===== src/rtl/bdk_pkg.sv =====
// shared types and constants of the background difference keyer
package bdk_pkg;

  localparam int CHAN_W      = 8;
  localparam int CFG_DATA_W  = 11;
  localparam int CFG_INDEX_W = 2;
  localparam int SQ_W        = 2 * CHAN_W;
  localparam int DIST_W      = SQ_W + 2;
  localparam int PROD_W      = 2 * CFG_DATA_W;

  localparam logic [CFG_DATA_W-1:0] FRAME_WIDTH_RST  = 11'd320;
  localparam logic [CFG_DATA_W-1:0] FRAME_HEIGHT_RST = 11'd240;
  localparam logic [CHAN_W-1:0]     THRESHOLD_RST    = 8'd48;

  typedef enum logic [CFG_INDEX_W-1:0] {
    REG_FRAME_WIDTH    = 2'd0,
    REG_FRAME_HEIGHT   = 2'd1,
    REG_DIFF_THRESHOLD = 2'd2
  } cfg_reg_t;

  typedef struct packed {
    logic [CHAN_W-1:0] red;
    logic [CHAN_W-1:0] green;
    logic [CHAN_W-1:0] blue;
  } rgb_t;

  typedef struct packed {
    logic capture;
    logic last;
  } pixel_ctrl_t;

endpackage


===== src/rtl/bdk_ctrl.sv =====
// configuration registers, pixel position and capture decision
module bdk_ctrl #(
  parameter int MAX_PIXELS = 131072,
  parameter int POS_W      = 17
) (
  input  logic                             clk,
  input  logic                             rst,
  input  logic                             cfg_write,
  input  logic [bdk_pkg::CFG_INDEX_W-1:0]  cfg_index,
  input  logic [bdk_pkg::CFG_DATA_W-1:0]   cfg_data,
  input  logic                             accept,
  input  logic                             capture_req,
  output logic [POS_W-1:0]                 pos,
  output bdk_pkg::pixel_ctrl_t             ctrl,
  output logic [bdk_pkg::SQ_W-1:0]         thr_sq
);
  import bdk_pkg::*;

  localparam logic [PROD_W-1:0] MAX_N = PROD_W'(MAX_PIXELS);

  // last index of a frame: empty sizes give one pixel, large ones saturate
  function automatic logic [POS_W-1:0] frame_last(input logic [PROD_W-1:0] prod);
    logic [PROD_W-1:0] n;
    n = prod;
    if (n == '0) n = PROD_W'(1);
    if (n > MAX_N) n = MAX_N;
    return POS_W'(n - PROD_W'(1));
  endfunction

  logic [CFG_DATA_W-1:0] frame_width;
  logic [CFG_DATA_W-1:0] frame_height;
  logic [POS_W-1:0]      pixel_last;
  logic [POS_W-1:0]      pixel_position;
  logic                  backdrop_filled;
  logic                  capturing_frame;

  logic [CFG_DATA_W-1:0] mul_a;
  logic [CFG_DATA_W-1:0] mul_b;
  logic [PROD_W-1:0]     size_prod;
  logic                  size_write;
  logic [POS_W-1:0]      pos_eff;
  logic                  first;
  logic                  capture_now;

  always_comb begin
    size_write = cfg_write && ((cfg_index == REG_FRAME_WIDTH) ||
                               (cfg_index == REG_FRAME_HEIGHT));
    mul_a      = (cfg_index == REG_FRAME_WIDTH)  ? cfg_data : frame_width;
    mul_b      = (cfg_index == REG_FRAME_HEIGHT) ? cfg_data : frame_height;
    size_prod  = PROD_W'(mul_a) * PROD_W'(mul_b);
  end

  always_ff @(posedge clk) begin
    if (rst) begin
      frame_width  <= FRAME_WIDTH_RST;
      frame_height <= FRAME_HEIGHT_RST;
      thr_sq       <= SQ_W'(THRESHOLD_RST) * SQ_W'(THRESHOLD_RST);
      pixel_last   <= frame_last(PROD_W'(FRAME_WIDTH_RST) * PROD_W'(FRAME_HEIGHT_RST));
    end else if (cfg_write) begin
      unique case (cfg_reg_t'(cfg_index))
        REG_FRAME_WIDTH: begin
          frame_width <= cfg_data;
          pixel_last  <= frame_last(size_prod);
        end
        REG_FRAME_HEIGHT: begin
          frame_height <= cfg_data;
          pixel_last   <= frame_last(size_prod);
        end
        REG_DIFF_THRESHOLD: begin
          thr_sq <= SQ_W'(cfg_data[CHAN_W-1:0]) * SQ_W'(cfg_data[CHAN_W-1:0]);
        end
        default: begin
        end
      endcase
    end
  end

  // a position past a shrunken frame restarts the frame
  always_comb begin
    pos_eff      = (pixel_position > pixel_last) ? '0 : pixel_position;
    first        = (pos_eff == '0);
    capture_now  = first ? (!backdrop_filled || capture_req) : capturing_frame;
    pos          = pos_eff;
    ctrl.capture = capture_now;
    ctrl.last    = (pos_eff == pixel_last);
  end

  always_ff @(posedge clk) begin
    if (rst) begin
      pixel_position  <= '0;
      capturing_frame <= 1'b0;
    end else if (accept) begin
      pixel_position  <= ctrl.last ? '0 : pos_eff + POS_W'(1);
      capturing_frame <= capture_now;
    end
  end

  always_ff @(posedge clk) begin
    if (rst) begin
      backdrop_filled <= 1'b0;
    end else if (size_write) begin
      backdrop_filled <= 1'b0;
    end else if (accept && first && capture_now) begin
      backdrop_filled <= 1'b1;
    end
  end

`ifndef SYNTHESIS
  a_empty_store_captures: assert property (@(posedge clk) disable iff (rst)
    (accept && first && !backdrop_filled) |-> ctrl.capture)
    else $error("first pixel with empty backdrop not captured");

  a_capture_fills: assert property (@(posedge clk) disable iff (rst)
    (accept && first && capture_now && !cfg_write) |=> backdrop_filled)
    else $error("captured frame did not mark backdrop filled");

  a_last_wraps: assert property (@(posedge clk) disable iff (rst)
    (accept && ctrl.last) |=> (pixel_position == '0))
    else $error("position did not wrap after last pixel");
`endif

endmodule


===== config.mk =====
export PLATFORM = sky130hd
export DESIGN_NAME = bdk_ctrl
export DESIGN_NICKNAME = d
export VERILOG_FILES = /design/src/rtl/bdk_pkg.sv /design/src/rtl/bdk_ctrl.sv
export SDC_FILE = /design/constraint.sdc
export NUM_CORES = 1
export LEC_CHECK = 0
export BUFFER_PORTS_ARGS = -buffer_cell sky130_fd_sc_hd__buf_2
export CELL_PAD_IN_SITES_DETAIL_PLACEMENT = 0
export CELL_PAD_IN_SITES_GLOBAL_PLACEMENT = 2
export CORE_AREA = 2 2 169 171
export DETAILED_ROUTE_END_ITERATION = 8
export DIE_AREA = 0 0 171 173
export HOLD_SLACK_MARGIN = 0.03
export PLACE_DENSITY_LB_ADDON = 0.1
export SYNTH_ARGS = -nofsm -noshare
export SYNTH_HDL_FRONTEND = slang
export SYNTH_SLANG_ARGS = --single-unit

===== constraint.sdc =====
create_clock -name clk -period 10.5 [get_ports clk]
set_clock_uncertainty 0.1 [all_clocks]
set_input_delay 1.575 -clock clk [delete_from_list [all_inputs] [get_ports clk]]
set_output_delay 1.575 -clock clk [all_outputs]
set_load 0.02 [all_outputs]

==> results of run 1 <==
==> flip-flops by register name (all words and copies together), names as in the netlist <==
signal and count:
capturing_frame 1, thr_sq 15, frame_width 11, pixel_last 17
backdrop_filled 1, pixel_position 17, frame_height 11
==> synthesized netlist by cell type, types with 14 or more instances <==
cell,number,area (um2)
inv_1,180,676
and2_1,24,150
nand4_1,14,87.6
a31oi_1,16,100
ha_1,108,1350
clkbuf_1,40,150
o21ai_0,33,165
a21o_1,17,128
nand2_1,133,499
xnor2_1,24,210
nand2b_1,16,100
a211oi_1,30,225
nand3_1,33,165
nor3_1,18,90.1
nor2_1,150,563
a21oi_1,71,355
mux2i_1,31,310
dfxtp_1,73,1460
fa_1,105,2100
xor2_1,14,123
mux2_2,16,180
==> where the power goes <==
group | total, mW | switching (mW) | internal [mW]
clock | 0.284 | 0.125 | 0.158
combinational | 2.53 | 1.61 | 0.922
sequential | 0.332 | 0.0268 | 0.306
==> layout by cell type (no fill, tap or decap), drive strengths merged, types with 4 or more instances in the layout <==
cell,instances
nor4,9
o21ai,34
nor4b,4
clkbuf,10
a211oi,31
xnor2,24
nor2b,12
o311ai,5
nand2b,16
or2,6
xor2,14
a2bb2oi,4
and4,4
nand3,34
a31o,5
fa,105
dfxtp,73
mux2,16
or3,7
buf,79
o211a,5
and3,7
inv,180
o22ai,7
mux2i,31
o31ai,7
nor2,151
o221ai,4
nand2,133
a21o,18
o21bai,4
nand4,14
a211o,5
a31oi,17
and2,25
nor3,18
o211ai,8
ha,108
a21oi,72
==> worst paths after layout <==
path	from	endpoint	slack, ps	cells after the start
worst max-delay path	cfg_index[1]	pixel_last[16]$_SDFFE_PP1P_	1100	26
worst min-delay path	thr_sq[7]$_SDFFE_PP0P_	thr_sq[7]$_SDFFE_PP0P_	350	2
worst max register to register	frame_width[3]$_SDFFE_PP0P_	pixel_last[16]$_SDFFE_PP1P_	2840	24
worst min register to register	thr_sq[7]$_SDFFE_PP0P_	thr_sq[7]$_SDFFE_PP0P_	350	2
==> worst register-to-register path: cells and delay by family (launching register included) <==
kind            cells  cell delay, ps
compound gates      8            1950
fa+ha+maj           7            3200
simple gates        6            1090
flops               1             320
mux                 1             630
buf+inv             2             310
==> layout make-up <==
class	instances	area (um2)
Multi-Input combinational cell	1004	8220
Clock inverter	5	33.8
Fill cell	2895	16100
Sequential cell	73	1460
Clock buffer	10	229
Inverter	180	676
Timing Repair Buffer	79	465
Tap cell	378	473
==> kinds of logic after synthesis <==
group,count (synthesis)
other,1
XOR/XNOR,38
flip-flops,73
AND/OR/NAND/NOR,448
multiplexers,47
buffers and inverters,240
adder cells (fa/ha/maj),213
AO/OA/AOI/OAI,257
==> per-layer routing <==
layer	global-route usage, %	up-vias
li1	-	4514
met1	31.0	4411
met2	36.0	142
met3	1.51	18
met4	4.34	0
met5	0	-
==> per-stage QoR <==
step	power (mW)	cells	instance area (um2)
3_5_place_dp	2.85	1714	11300
6_report	3.15	1729	11600
4_1_cts	3.15	1729	11600
2_1_floorplan	2.28	1317	10600
5_1_grt	3.49	1729	11600
3_3_place_gp	2.88	1714	11300
==> impl_metrics.ini, run 1 <==
[logic_synthesis]
netlist-cell-type-count = 89
synth_top_family_by_area = adder cells
synth_compound_area_share_pct = 17.2
netlist_area_um2 = 10600
syn_inst = 1317
ys_async_sr_fraction_pct = 0
ys_ff_latch = 73
avgSynthCellArea_um2 = 8.07
synth_edf_count = 0
yosysSeqAreaShare_pct = 13.7
synth_warnings = 0
synth_fa_ha_area_share_pct = 32.5
synth_xor_area_share_pct = 3.13
synth_ff_type = dfxtp_1
syn-num-nets = 1548
synthSimpleGateAreaFrac_pct = 19.8
muxShareOfSynthArea_pct = 4.61

[drt]
wl_met1_um = 15300
drtAntennaViolNets = 0
dr.max_layer_used = met4
route.met3.wl_um = 691
avgRoutedWirePerCell_um = 17.8
num_vias = 9085
drc = 0
drt_iter0_markers = 534
wl_met2_um = 14400
avgViaCountPerCell = 5.25
wirelength_um = 30700
first_pass_iters = 5

[worst_setup_path]
cp.required_ps = 10650
crit_arrival_ps = 9550
cp_max_fo = 11
end_kind = register
crit_path_start_kind = input port
cp_common_cell = fa_1
cp_top_family = adder cells
cpMaxStageDelayCell = mux2i_1
max_stage_delay_ps = 780
cp_num_buf_inv = 3
critPathKind = input port to register

[floorplanning]
initial_core_util_pct = 38.5
num_rows = 61
io_pins = 53
core_um2 = 27600
die_x_um = 171
die-area_um2 = 29600
dieHeight_um = 173

[cts]
clkLatencyLatePin_ps = 340
cts_buffers = 9
cts_sinks = 73
path_clk_slew_ps = 60
htree_levels = 3
cts_resized = 0
root_buffer = clkbuf_16
post_cts_buffers = 0
cts_tree = yes
hold_buffers = 0
clockBufferDepth = 2

[timing]
finalSetupTns_ps = 0
finalCritPeriodShare_pct = 89.5
setup_violations = 0
hold_violations = 0
setup_ws_ps = 1100
fmax_ghz = 0.106
layout_min_cycle_time_ps = 9400
holdWs_ps = 346
drv_slew = 0
rsz0062_at_grt = false
worst_slew_pin_slew_ps = 948
relSlewSlack_pct = 36.6

[min_path]
min_path_type = register to register

[global_route]
antenna_found_initial = 0
grtUsageTotal_pct = 21.7
grt_pass1_wl_um = 51100
grt_pass1_vias = 9269
grt_max_degree = 51
grt_overflow = 0

[finish]
fin_util_pct = 41.8
drive_gt1_share_pct = 10.9
fin_nets = 1578
syn_to_final_growth_pct = 8.67
antennaDiodeCount = 0

[placed_design]
pre_cts_slack_ps = 822
place.gp.congestion = 0.879
io_buffers = 51
dp_hpwl_um = 24600

[pwr]
power.density_nw_per_um2 = 272
p_leak_nw = 5.64
ir_drop_v = 0.000293

[run_status]
outcome = complete, no violations

[job]
maxCapViolations = 0
(Power assumes the default switching activity.)
==> run 2, diff against run 1 <==
--- a/config.mk
+++ b/config.mk
@@ -9,6 +9,7 @@
 export CELL_PAD_IN_SITES_DETAIL_PLACEMENT = 0
 export CELL_PAD_IN_SITES_GLOBAL_PLACEMENT = 2
 export CORE_AREA = 2 2 169 171
+export CTS_CLUSTER_DIAMETER = 150
 export DETAILED_ROUTE_END_ITERATION = 8
 export DIE_AREA = 0 0 171 173
 export HOLD_SLACK_MARGIN = 0.03
==> constraint.sdc (replaced) <==
create_clock -name clk -period 9.04 [get_ports clk]
set_clock_uncertainty 0.1 [all_clocks]
set_input_delay 1.356 -clock clk [delete_from_list [all_inputs] [get_ports clk]]
set_output_delay 1.356 -clock clk [all_outputs]
set_load 0.02 [all_outputs]
==> impl_metrics.ini, run 2 (same netlist as run 1, synthesis figures left out) <==
[worst_setup_path]
cpMaxStageDelayCell = fa_1
crit_path_start_kind = input port
end_kind = register
cp_num_buf_inv = 6
critPathKind = input port to register
cp_max_fo = 12
cp_top_family = adder cells
cp.required_ps = 9150
max_stage_delay_ps = 540
crit_arrival_ps = 8640

[cts]
clockBufferDepth = 2
post_cts_buffers = 0
clkLatencyLatePin_ps = 350
cts_resized = 0
cts_buffers = 9
path_clk_slew_ps = 60
root_buffer = clkbuf_16
htree_levels = 3
cts_tree = yes
cts_sinks = 73
hold_buffers = 0

[floorplanning]
io_pins = 53
dieHeight_um = 173
die-area_um2 = 29600
core_um2 = 27600
die_x_um = 171
num_rows = 61
initial_core_util_pct = 38.5

[finish]
regArea_um2 = 1460
fin_util_pct = 42.8
final_common_cell = inv_1
drive_gt1_share_pct = 12.4
finalNonFillerCells = 1754
antennaDiodeCount = 0
largest_registers = pixel_last: 17 flops, pixel_position: 17 flops, thr_sq: 15 flops
fin_nets = 1602
layout_common_cells = 180 x inv_1, 149 x nor2_1, 133 x nand2_1, 108 x ha_1, 105 x fa_1
syn_to_final_growth_pct = 11.2
fill_cells = 2903
multi_input_area_um2 = 8220

[min_path]
min_path_type = register to register

[global_route]
gr-usage-met1_pct = 31.5
grt_overflow = 0
met3_usage_pct = 1.85
grt_pass1_vias = 9261
antenna_found_initial = 0
grt_max_degree = 51
grt-busiest-layer = met2
grt_pass1_wl_um = 50700
grtUsageTotal_pct = 21.6
met2_usage_pct = 34.8

[timing]
fmax_ghz = 0.117
drv_slew = 0
hold_violations = 0
setup_violations = 0
worst_slew_pin_slew_ps = 917
rsz0062_at_grt = false
finalSetupTns_ps = 0
holdWs_ps = 350
finalCritPeriodShare_pct = 94.3
relSlewSlack_pct = 38.6
layout_min_cycle_time_ps = 8530
setup_ws_ps = 514

[placed_design]
place.gp.congestion = 0.832
io_buffers = 51
dp.cells = 1738
dp_hpwl_um = 24500
pre_cts_slack_ps = 198

[pwr]
p_leak_nw = 5.79
internal-power_mw = 1.86
swShare_pct = 52.3
pwr-share-seq_pct = 10.0
power.density_nw_per_um2 = 330
netSwitchingPower_mw = 2.04
power.share.clock_pct = 10.4
pwr-share-comb_pct = 79.6
ir_drop_v = 0.000250

[job]
maxCapViolations = 0

[run_status]
outcome = complete, no violations

[drt]
num_vias = 9270
wirelength_um = 30500
drc = 0
drt_iter0_markers = 501
avgRoutedWirePerCell_um = 17.4
drtAntennaViolNets = 0
avgViaCountPerCell = 5.29
first_pass_iters = 5
[run 2: cell count changes in the layout (fill, tap and decap cells not counted), sizes merged]
cell	change
buf	+24
bufinv	+2
clkbuf	+4
clkinv	-3
clkinvlp	-2
[run 2: power groups by stage]
stage | clock [mW] | combinational, mW | sequential, mW
after floorplan | 0 | 2.26 | 0.390
after global placement | 0 | 3.12 | 0.396
after detailed placement | 0 | 3.11 | 0.397
after CTS | 0.419 | 3.13 | 0.390
after global routing | 0.430 | 3.50 | 0.395
final | 0.408 | 3.11 | 0.391
[run 2: path summary, 6_finish.rpt]
kind                                    start                          end  slack [ps]  cells after the start
hold reg to reg       thr_sq[10]$_SDFFE_PP0P_      thr_sq[10]$_SDFFE_PP0P_         350                      2
setup / recovery                 cfg_index[0]  pixel_last[16]$_SDFFE_PP1P_         510                     28
hold / removal        thr_sq[10]$_SDFFE_PP0P_      thr_sq[10]$_SDFFE_PP0P_         350                      2
setup reg to reg  frame_width[1]$_SDFFE_PP0P_  pixel_last[16]$_SDFFE_PP1P_        1960                     25
[run 2: layer usage]
layer	wire length, um	share of wire, %
met2	13900	46
met5	0	0
met3	1000	3.3
met4	375	1.2
met1	15200	50
[run 2: through the flow]
step / power (mW) / cell area, um2
after global routing: 4.33 / 11800
after global placement: 3.52 / 11500
after detailed placement: 3.51 / 11500
after CTS: 3.94 / 11800
final: 3.91 / 11800
after floorplan: 2.65 / 10600
[run 2: final cells by class]
type / count / area share [%]
sequential: 73 / 12.4
clock inverter: 2 / 0.508
timing repair buffer: 103 / 5.67
inverter: 180 / 5.71
multi-input combinational: 1004 / 69.5
clock buffer: 14 / 2.23
tap: 378 / 4.00
[run 2: worst reg2reg max path, stage by stage (launching register included)]
cell	delay [ps]
dfxtp_1	340
mux2i_1	160
or2_2	350
fa_1	500
fa_1	560
inv_1	60
fa_1	520
fa_1	550
inv_1	50
fa_1	520
inv_1	40
ha_1	360
o21ai_1	140
a211o_1	310
a31oi_1	210
nor2_1	130
xor2_1	180
o211a_4	200
and3_2	250
o211ai_1	280
ha_1	230
inv_1	80
a31o_2	250
nor4_1	270
a211o_1	190
o221ai_1	100
