[config.mk]
export PLATFORM = sky130hd
export DESIGN_NAME = bdk_dist
export DESIGN_NICKNAME = d
export VERILOG_FILES = /design/src/rtl/bdk_pkg.sv /design/src/rtl/bdk_dist.sv
export SDC_FILE = /design/constraint.sdc
export NUM_CORES = 1
export LEC_CHECK = 0
export ABC_CLOCK_PERIOD_IN_PS = 8300
export BUFFER_PORTS_ARGS = -buffer_cell sky130_fd_sc_hd__buf_4
export CAP_MARGIN = 20
export CORE_MARGIN = 2
export CORE_UTILIZATION = 40
export CTS_CLUSTER_DIAMETER = 40
export DETAILED_ROUTE_END_ITERATION = 7
export GPL_TIMING_DRIVEN = 0
export PLACE_DENSITY_LB_ADDON = 0.1
export SYNTH_ARGS = -nofsm -noshare
export SYNTH_HDL_FRONTEND = slang
export SYNTH_SLANG_ARGS = --single-unit
[constraint.sdc]
create_clock -name clk -period 8.3 [get_ports clk]
set_input_delay 0.415 -clock clk [delete_from_list [all_inputs] [get_ports clk]]
set_output_delay 0.415 -clock clk [all_outputs]
set_load 0.05 [all_outputs]
[src/rtl/bdk_pkg.sv]
// shared types and constants of the background difference keyer
package bdk_pkg;

  localparam int CHAN_W      = 8;
  localparam int CFG_DATA_W  = 11;
  localparam int CFG_INDEX_W = 2;
  localparam int SQ_W        = 2 * CHAN_W;
  localparam int DIST_W      = SQ_W + 2;
  localparam int PROD_W      = 2 * CFG_DATA_W;

  localparam logic [CFG_DATA_W-1:0] FRAME_WIDTH_RST  = 11'd320;
  localparam logic [CFG_DATA_W-1:0] FRAME_HEIGHT_RST = 11'd240;
  localparam logic [CHAN_W-1:0]     THRESHOLD_RST    = 8'd48;

  typedef enum logic [CFG_INDEX_W-1:0] {
    REG_FRAME_WIDTH    = 2'd0,
    REG_FRAME_HEIGHT   = 2'd1,
    REG_DIFF_THRESHOLD = 2'd2
  } cfg_reg_t;

  typedef struct packed {
    logic [CHAN_W-1:0] red;
    logic [CHAN_W-1:0] green;
    logic [CHAN_W-1:0] blue;
  } rgb_t;

  typedef struct packed {
    logic capture;
    logic last;
  } pixel_ctrl_t;

endpackage

[src/rtl/bdk_dist.sv]
// squared rgb distance stage and matte result register
module bdk_dist (
  input  logic                     clk,
  input  logic                     rst,
  input  logic                     in_valid,
  input  bdk_pkg::rgb_t            pix,
  input  bdk_pkg::rgb_t            bg,
  input  bdk_pkg::pixel_ctrl_t     ctrl,
  input  logic [bdk_pkg::SQ_W-1:0] thr_sq,
  input  logic                     out_stall,
  output logic                     in_ready,
  output logic                     out_valid,
  output logic                     foreground,
  output logic                     frame_end
);
  import bdk_pkg::*;

  function automatic logic [SQ_W-1:0] sq_diff(input logic [CHAN_W-1:0] a,
                                              input logic [CHAN_W-1:0] b);
    logic [CHAN_W-1:0] d;
    d = (a >= b) ? (a - b) : (b - a);
    return SQ_W'(d) * SQ_W'(d);
  endfunction

  logic            s2_valid;
  logic [SQ_W-1:0] s2_sq_red;
  logic [SQ_W-1:0] s2_sq_green;
  logic [SQ_W-1:0] s2_sq_blue;
  logic            s2_last;
  logic            s2_adv;
  logic [DIST_W-1:0] dist_sum;

  assign s2_adv   = !out_valid || !out_stall;
  assign in_ready = !s2_valid || s2_adv;
  assign dist_sum = DIST_W'(s2_sq_red) + DIST_W'(s2_sq_green) + DIST_W'(s2_sq_blue);

  always_ff @(posedge clk) begin
    if (rst) begin
      s2_valid <= 1'b0;
    end else if (in_ready) begin
      s2_valid <= in_valid;
    end
  end

  // a captured pixel is compared against itself
  always_ff @(posedge clk) begin
    if (in_ready && in_valid) begin
      s2_sq_red   <= ctrl.capture ? '0 : sq_diff(pix.red, bg.red);
      s2_sq_green <= ctrl.capture ? '0 : sq_diff(pix.green, bg.green);
      s2_sq_blue  <= ctrl.capture ? '0 : sq_diff(pix.blue, bg.blue);
      s2_last     <= ctrl.last;
    end
  end

  always_ff @(posedge clk) begin
    if (rst) begin
      out_valid <= 1'b0;
    end else if (s2_adv) begin
      out_valid <= s2_valid;
    end
  end

  always_ff @(posedge clk) begin
    if (s2_adv && s2_valid) begin
      foreground <= (dist_sum >= DIST_W'(thr_sq));
      frame_end  <= s2_last;
    end
  end

endmodule

==> results.txt, run 1 <==
TritonCTS clock tree -> yes
TritonCTS buffer count -> 5
Final Critical Period -> 7000 ps
PortBufs -> 73
share of layout cells above drive strength 1 -> 10.7%
GR Overflow Total -> 0
Setup violations, final -> 0
Netlist cell types -> 72
synthesized flop and latch total -> 50
Synth area leaders -> ha_1, fa_1, edfxtp_1
met1 Resource Use GR -> 23.5%
Clock Pin Slew Worst Setup and Hold Paths -> 80 ps
commonest register cell after synthesis -> edfxtp_1
average cell area after synthesis -> 8.94 um2
drt drc -> 0
unrepaired setup endpoints after global routing -> false
Die Width -> 162 um
Inst Count DP -> 1515
met2 usage -> 25.5%
Routed WL per cell -> 13.0 um
post-synthesis sequential area ratio -> 14.8%
slew margin rel. -> 35.6%
Hold Crit Class -> in2reg
CP arrival -> 7140 ps
fin crit share -> 84.3%
pin count of the biggest net entering global routing -> 42
clk buf depth -> 2
Worst Path Max Fanout -> 9
Slew @ Worst Pin -> 954 ps
cts-stage hold buffer count -> 0
Core Util, Final -> 45.6%
setup TNS -> 0 ps
top-area cell type share of the netlist area -> 20.7%
Top Ports -> 74
CTS sink cnt -> 50
Post-DRT Antenna Nets -> 0
1st-iter DRT viols -> 298
first-pass GRT wire length -> 34700 um
max frequency -> 143 MHz
die span in y -> 162 um
die area -> 0.0262 mm2
Synth-to-Final Area Change -> 11.3%
CORE AREA -> 0.0244 mm2
via/cell ratio -> 4.94
crit path capture type -> flop
Req. time, crit path -> 8440 ps
DR vias -> 7518
Post-synth EDFFs -> 48
GPL Wtd Cong -> 0.845
met3 GRT Util -> 1.02%
Setup crit start kind -> primary input
GR peak layer -> met2
async set-reset flop share out of synthesis -> 0%
starting density of the core -> 40.9%
Hold Fails Final Rpt -> 0
postcts setup bufs -> 0
Site Rows -> 57
post-synthesis cell count -> 1116
Final Max Tran Viols -> 0
crit path kind -> in2reg
CTS root buffer -> clkbuf_16
total of max-cap violations -> 0
NumNets Final -> 1530
outcome -> finished clean
total of warnings raised by yosys -> 0
cts repair resizes -> 0
initial antenna violation count -> 0
number of global-route vias before repair -> 7386
Skew-Pair Late Insertion Delay -> 290 ps
Global Route Usage Sum -> 15.7%
dpl hpwl -> 17100 um
Inserted Diodes -> 0
Layout Cells excl Fill -> 1523
synthesized area -> 0.00998 mm2
drt first pass iters -> 6
Routed WL -> 19700 um
H-tree levels -> 2
Final Skew -> 12.9 ps
biggest area consumer among synthesized cells -> ha_1
through the flow:
stage                     setup slack [ps]  area (um2)  hold WS (ps)
after floorplan                       1930        9990           400
after detailed placement               973       11000           420
final                                 1300       11100           277
after global routing                   784       11100           279
after global placement                 967       10900           403
after CTS                             1270       11100           275
metal layers:
metal  vias to the layer above  part of all wire [%]
met3                        11                   2.2
met2                        84                    45
met4                         0                   1.0
li1                       3884                     -
met5                         -                     0
met1                      3539                    52
worst max-delay path: stages:
cell      delay, ps
buf_4           110
inv_1            50
ha_1            160
inv_1            50
fa_1            460
a21oi_4         190
o211ai_2        120
a221oi_4        530
mux2i_1         290
xor2_1          690
nor2_1          210
ha_1            250
or2_2           310
fa_1            510
fa_1            560
fa_1            410
ha_1            340
o21a_1          130
a21oi_1         190
o31ai_1         130
a311oi_1        380
o21ai_0         170
or3_1           330
a21oi_1         130
cells in the final DEF (no fill, tap or decap), types with 14 or more instances in the layout:
cell type / netlist / layout
a21o_1: 31 / 31
a21oi_1: 63 / 63
a31oi_1: 14 / 14
buf_4: 0 / 73
edfxtp_1: 48 / 48
fa_1: 97 / 97
ha_1: 165 / 165
inv_1: 218 / 218
mux2i_1: 15 / 15
nand2_1: 25 / 25
nor2_1: 116 / 116
nor2b_1: 16 / 16
o21ai_0: 30 / 30
or2_2: 20 / 20
xnor2_1: 40 / 40
xor2_1: 25 / 25
state kept, by name (all words and copies together) (netlist names):
name and flops:
s2_sq_red 15, frame_end 1, foreground 1, s2_last 1, out_valid 1, s2_sq_green 15
s2_sq_blue 15, s2_valid 1
final cells by class:
class | instances | area (um2)
plain buffers | 23 | 111
clock buffers | 5 | 125
clock inverters | 3 | 28.8
fillers | 2485 | 13300
inverters | 218 | 818
multi-input cells | 826 | 7580
flip-flops and latches | 50 | 1480
well taps | 324 | 405
repair buffers | 74 | 568
kinds of logic after synthesis:
family | after synthesis | synth area share (%)
AOI/OAI and AO/OA | 217 | 14.8
xor gates and xnor gates | 69 | 6.36
adders and majority gates | 262 | 40.1
buffers and inverters | 241 | 9.31
DFF | 50 | 14.8
muxes | 18 | 1.84
other | 2 | 0.0752
and+or+nand+nor | 257 | 12.7
Yosys cell counts (11+ instances only):
cell type,number
xor2_1,25
inv_1,218
nor2_1,116
o21ai_0,30
edfxtp_1,48
xnor2_1,40
nand2_1,25
nand3_1,11
nand2b_1,12
mux2i_1,15
nor2b_1,16
clkbuf_1,13
ha_1,165
or2_2,20
nor3_1,12
a21o_1,31
a31oi_1,14
fa_1,97
o21a_1,13
a21oi_1,63
final timing paths:
path | startpoint | to | slack [ps] | depth (start not counted)
setup reg to reg | s2_sq_red[3] | foreground | 4140 | 15
hold / removal | rst | out_valid | 280 | 2
setup / recovery | pix[0] | s2_sq_blue[15] | 1300 | 24
hold reg to reg | s2_last | frame_end | 430 | 0
Power of run 1 is not shown: default switching activity piles up to over one toggle a cycle in this logic, so the estimate is an artifact.
==> inputs of run 2 (changes only) <==
Settings changed: ABC_AREA set to 1, ABC_CLOCK_PERIOD_IN_PS 8300 to 6900.
Clock period 8.3 ns to 6.9 ns, I/O delays scaled along.
==> run 2 against run 1 <==
Cell count up 25%. Largest cell class unchanged. First-iteration DRC count is 23% higher. Sequential share of layout area fell by 1.0 points. Core utilization is 0.62 points lower. Synthesized area rose by 9.0%.
==> results.txt, run 2 <==
max frequency -> 168 MHz
1st-iter DRT viols -> 368
unrepaired setup endpoints after global routing -> false
Final Max Tran Viols -> 0
die span in y -> 169 um
synth cell count leaders -> inv_1, nand2_1, ha_1
CP arrival -> 6030 ps
Clock Pin Slew Worst Setup and Hold Paths -> 60 ps
postcts setup bufs -> 0
Hold Crit Class -> in2reg
crit path capture type -> flop
initial antenna violation count -> 0
pin count of the biggest net entering global routing -> 46
post-synthesis cell count -> 1481
Routed WL -> 23000 um
Die Width -> 169 um
commonest register cell after synthesis -> edfxtp_1
GR Overflow Total -> 0
Post-DRT Antenna Nets -> 0
TritonCTS clock tree -> yes
most frequent cells in the layout -> inv_1, nand2_1, ha_1
die area -> 0.0285 mm2
cts-stage hold buffer count -> 0
DR vias -> 8916
Netlist cell types -> 44
total of warnings raised by yosys -> 0
clk buf depth -> 2
Final Critical Period -> 5960 ps
async set-reset flop share out of synthesis -> 0%
crit path kind -> in2reg
drt drc -> 0
number of global-route vias before repair -> 8995
Global Route Usage Sum -> 17.1%
Regs by FF count -> s2_sq_blue (15), s2_sq_green (15), s2_sq_red (15)
Setup violations, final -> 0
Layout Cells excl Fill -> 1905
PortBufs -> 73
Skew-Pair Late Insertion Delay -> 290 ps
synthesized area -> 0.0109 mm2
CP top delay family -> adder cells
Routed WL per cell -> 12.1 um
commonest non-fill, non-tap cell in the layout -> inv_1
CP most frequent cell -> inv_1
Final Skew -> 3.88 ps
Reg2Reg Depth -> 16
Inserted Diodes -> 0
Worst Path Max Fanout -> 7
Min Hold Slack -> 214 ps
NumNets Final -> 1895
Slew @ Worst Pin -> 667 ps
outcome -> finished clean
Synth-to-Final Area Change -> 10.7%
TritonCTS buffer count -> 5
flop2flop setup slack -> 3570 ps
drt first pass iters -> 5
post-synthesis sequential area ratio -> 13.6%
average cell area after synthesis -> 7.35 um2
setup TNS -> 0 ps
Reg-to-Reg End -> foreground
most frequent cell after synthesis -> inv_1
Post-synth EDFFs -> 48
critical path's slowest cell -> fa_1
WHS Endpoint -> out_valid
CTS sink cnt -> 50
dpl hpwl -> 20200 um
CP Buf/Inv Count -> 8
first-pass GRT wire length -> 40800 um
worst hold path cell count -> 2
share of layout cells above drive strength 1 -> 10.6%
CTS root buffer -> clkbuf_16
total of max-cap violations -> 0
synthesized flop and latch total -> 50
Site Rows -> 60
top-area cell type share of the netlist area -> 19.0%
Hold Fails Final Rpt -> 0
Req. time, crit path -> 6970 ps
Synth area leaders -> ha_1, fa_1, edfxtp_1
max incr delay on CP -> 550 ps
CORE AREA -> 0.0268 mm2
fin crit share -> 86.4%
Reg2Reg Launch Point -> s2_sq_green[4]
H-tree levels -> 2
Setup crit start kind -> primary input
cts repair resizes -> 0
starting density of the core -> 40.6%
biggest area consumer among synthesized cells -> ha_1
Top Ports -> 74
slew margin rel. -> 55.5%
via/cell ratio -> 4.68
hold_sp -> rst
Inst Count DP -> 1897
GPL Wtd Cong -> 0.807
[run 2: kinds of logic (layout without fill, tap and decap cells)]
group,after synthesis,in the layout,synth area share (%)
compound gates,168,168,8.67
xor+xnor,39,39,3.14
fa+ha+maj,262,262,36.8
buf+inv,360,442,12.9
flops,50,50,13.6
mux,1,1,0.0920
other cells,2,3,0.0690
simple gates,599,599,24.7
[run 2: metrics by stage]
stage	utilization [%]	area, um2	worst slack, ps
finish	44.9	12000	937
global route	44.9	12000	447
CTS	44.9	12000	867
detailed placement	44.3	11900	579
global placement	44.2	11900	602
floorplan	-	10900	1460
[run 2: metal layers]
metal	vias up	part of all wire (%)	track usage [%]	routed length, um
met5	-	0	0	0
met4	0	0.63	2.14	144
met3	10	2.5	1.03	566
met2	124	46	29.9	10600
met1	4012	51	24.0	11700
li1	4770	-	-	-
[run 2: worst reg2reg max path: cells and delay by family, from the launching register on]
family,cells,cell delay (ps)
adder cells (fa/ha/maj),3,1130
flip-flops,1,420
AND/OR/NAND/NOR,7,540
XOR/XNOR,1,150
AO/OA/AOI/OAI,5,840
[run 2: how the worst max path moves through the flow]
stage                  from               to  slack [ps]  cells past startpoint
floorplan            pix[8]  s2_sq_green[13]        1460                     31
global placement    pix[16]    s2_sq_red[13]         600                     29
detailed placement  pix[16]    s2_sq_red[13]         580                     29
CTS                 pix[16]    s2_sq_red[13]         870                     29
global route        pix[16]    s2_sq_red[13]         450                     31
finish              pix[16]    s2_sq_red[13]         940                     29
[run 2: layout make-up]
class	instances	area [um2]
Timing Repair Buffer	74	568
Buffer	15	97.6
Sequential cell	50	1480
Clock inverter	2	37.5
Inverter	345	1300
Clock buffer	6	129
Tap cell	341	427
Multi-Input combinational cell	1072	8000
Fill cell	2743	14800
Power of run 2 is left out for the same reason.
==> inputs of run 3 (changes only) <==
Settings changed: CORE_UTILIZATION 40 to 55.
==> run 3 against run 2 <==
Sequential share of layout area grew 0.12 points. Core utilization grew 16 points. Routed wire length shrank 5.9%. Clock skew shrank 0.73 ps. Via count grew 0.63%. Sequential cell count is the same. Maximum frequency grew 0.75%. Worst hold slack gained 4.9 ps. Cell count shrank 4.0%. Non-clock buffer count shrank 1. Register-to-register slack is essentially flat. Critical path type unchanged.
==> results.txt, run 3 (synthesized netlist as in run 2, its figures left out) <==
Top Ports -> 74
number of global-route vias before repair -> 8491
worst setup path end -> s2_sq_green[13]
die span in y -> 145 um
total of max-cap violations -> 0
first-pass GRT wire length -> 37600 um
Site Rows -> 51
GR peak layer -> met2
unrepaired setup endpoints after global routing -> false
flop2flop setup slack -> 3560 ps
max frequency -> 169 MHz
dpl hpwl -> 19000 um
CP startpoint -> pix[8]
PortBufs -> 73
critical path's slowest cell -> fa_1
Reg-to-Reg End -> foreground
Setup violations, final -> 0
pin count of the biggest net entering global routing -> 47
CP arrival -> 5930 ps
1st-iter DRT viols -> 499
fill count -> 1813
slew margin rel. -> 38.6%
H-tree levels -> 2
met3 GRT Util -> 1.41%
CTS root buffer -> clkbuf_16
Clock Pin Slew Worst Setup and Hold Paths -> 60 ps
drt first pass iters -> 5
crit path kind -> in2reg
Hold Fails Final Rpt -> 0
fin crit share -> 85.8%
CORE AREA -> 0.0195 mm2
cts-stage hold buffer count -> 0
Slew @ Worst Pin -> 920 ps
Final Critical Period -> 5920 ps
cts repair resizes -> 0
max incr delay on CP -> 550 ps
outcome -> finished clean
setup TNS -> 0 ps
Post-DRT Antenna Nets -> 0
crit path capture type -> flop
TritonCTS buffer count -> 5
NumNets Final -> 1894
Synth-to-Final Area Change -> 9.65%
Req. time, crit path -> 6910 ps
Global Route Usage Sum -> 21.9%
Regs by FF count -> s2_sq_blue (15), s2_sq_green (15), s2_sq_red (15)
starting density of the core -> 55.9%
Routed WL -> 21700 um
commonest non-fill, non-tap cell in the layout -> inv_1
GPL Wtd Cong -> 0.891
most frequent cells in the layout -> inv_1, nand2_1, ha_1
DR vias -> 8972
Hold Crit Class -> in2reg
drt drc -> 0
share of layout cells above drive strength 1 -> 10.6%
Final Max Tran Viols -> 0
via/cell ratio -> 4.91
Skew-Pair Late Insertion Delay -> 280 ps
met2 usage -> 37.3%
Setup crit start kind -> primary input
Die Width -> 145 um
clk buf depth -> 2
postcts setup bufs -> 0
Reg2Reg Depth -> 16
initial antenna violation count -> 0
TritonCTS clock tree -> yes
met1 Resource Use GR -> 31.4%
Routed WL per cell -> 11.8 um
GR Overflow Total -> 0
Reg2Reg Launch Point -> s2_sq_red[4]
Final Skew -> 3.15 ps
CTS sink cnt -> 50
Inserted Diodes -> 0
Worst Path Max Fanout -> 9
die area -> 0.0209 mm2
-- run 3: worst min-delay path by stage --
stage | to | slack [ps] | depth (start not counted) | from
after floorplan | frame_end | 400 | 0 | s2_last
after global placement | frame_end | 400 | 0 | s2_last
after detailed placement | frame_end | 410 | 0 | s2_last
after CTS | out_valid | 220 | 2 | rst
after global routing | out_valid | 220 | 2 | rst
final | out_valid | 220 | 2 | rst
-- run 3: critical path, delay by kind of cell --
family                     cells  cell delay [ps]
adders and majority gates      7             2920
and+or+nand+nor               11             1070
AOI/OAI and AO/OA              4              850
buffers and inverters         10              730
-- run 3: cell type report --
cell class | count | area, um2 | share of cell area, %
plain buffers | 15 | 97.6 | 0.818
clock buffers | 6 | 129 | 1.08
clock inverters | 2 | 37.5 | 0.315
inverters | 345 | 1300 | 10.9
multi-input cells | 1072 | 8000 | 67.1
flip-flops and latches | 50 | 1480 | 12.4
well taps | 265 | 332 | 2.78
repair buffers | 73 | 548 | 4.59
-- run 3: stage by stage --
stage / hold slack, ps / cell area (um2) / instances / util (%) / setup slack [ps]
2_1_floorplan: 400 / 10900 / 1482 / - / 1460
3_3_place_gp: 403 / 11800 / 1820 / 60.4 / 836
3_5_place_dp: 408 / 11800 / 1820 / 60.4 / 701
4_1_cts: 216 / 11900 / 1828 / 61.3 / 986
5_1_grt: 224 / 11900 / 1828 / 61.3 / 570
6_report: 219 / 11900 / 1828 / 61.3 / 981
-- run 3: per-layer routing --
metal,vias up,routed length [um]
li1,4755,-
met4,0,162
met1,4060,10900
met3,10,606
met5,-,0
met2,147,10000
Power of run 3 is left out for the same reason.
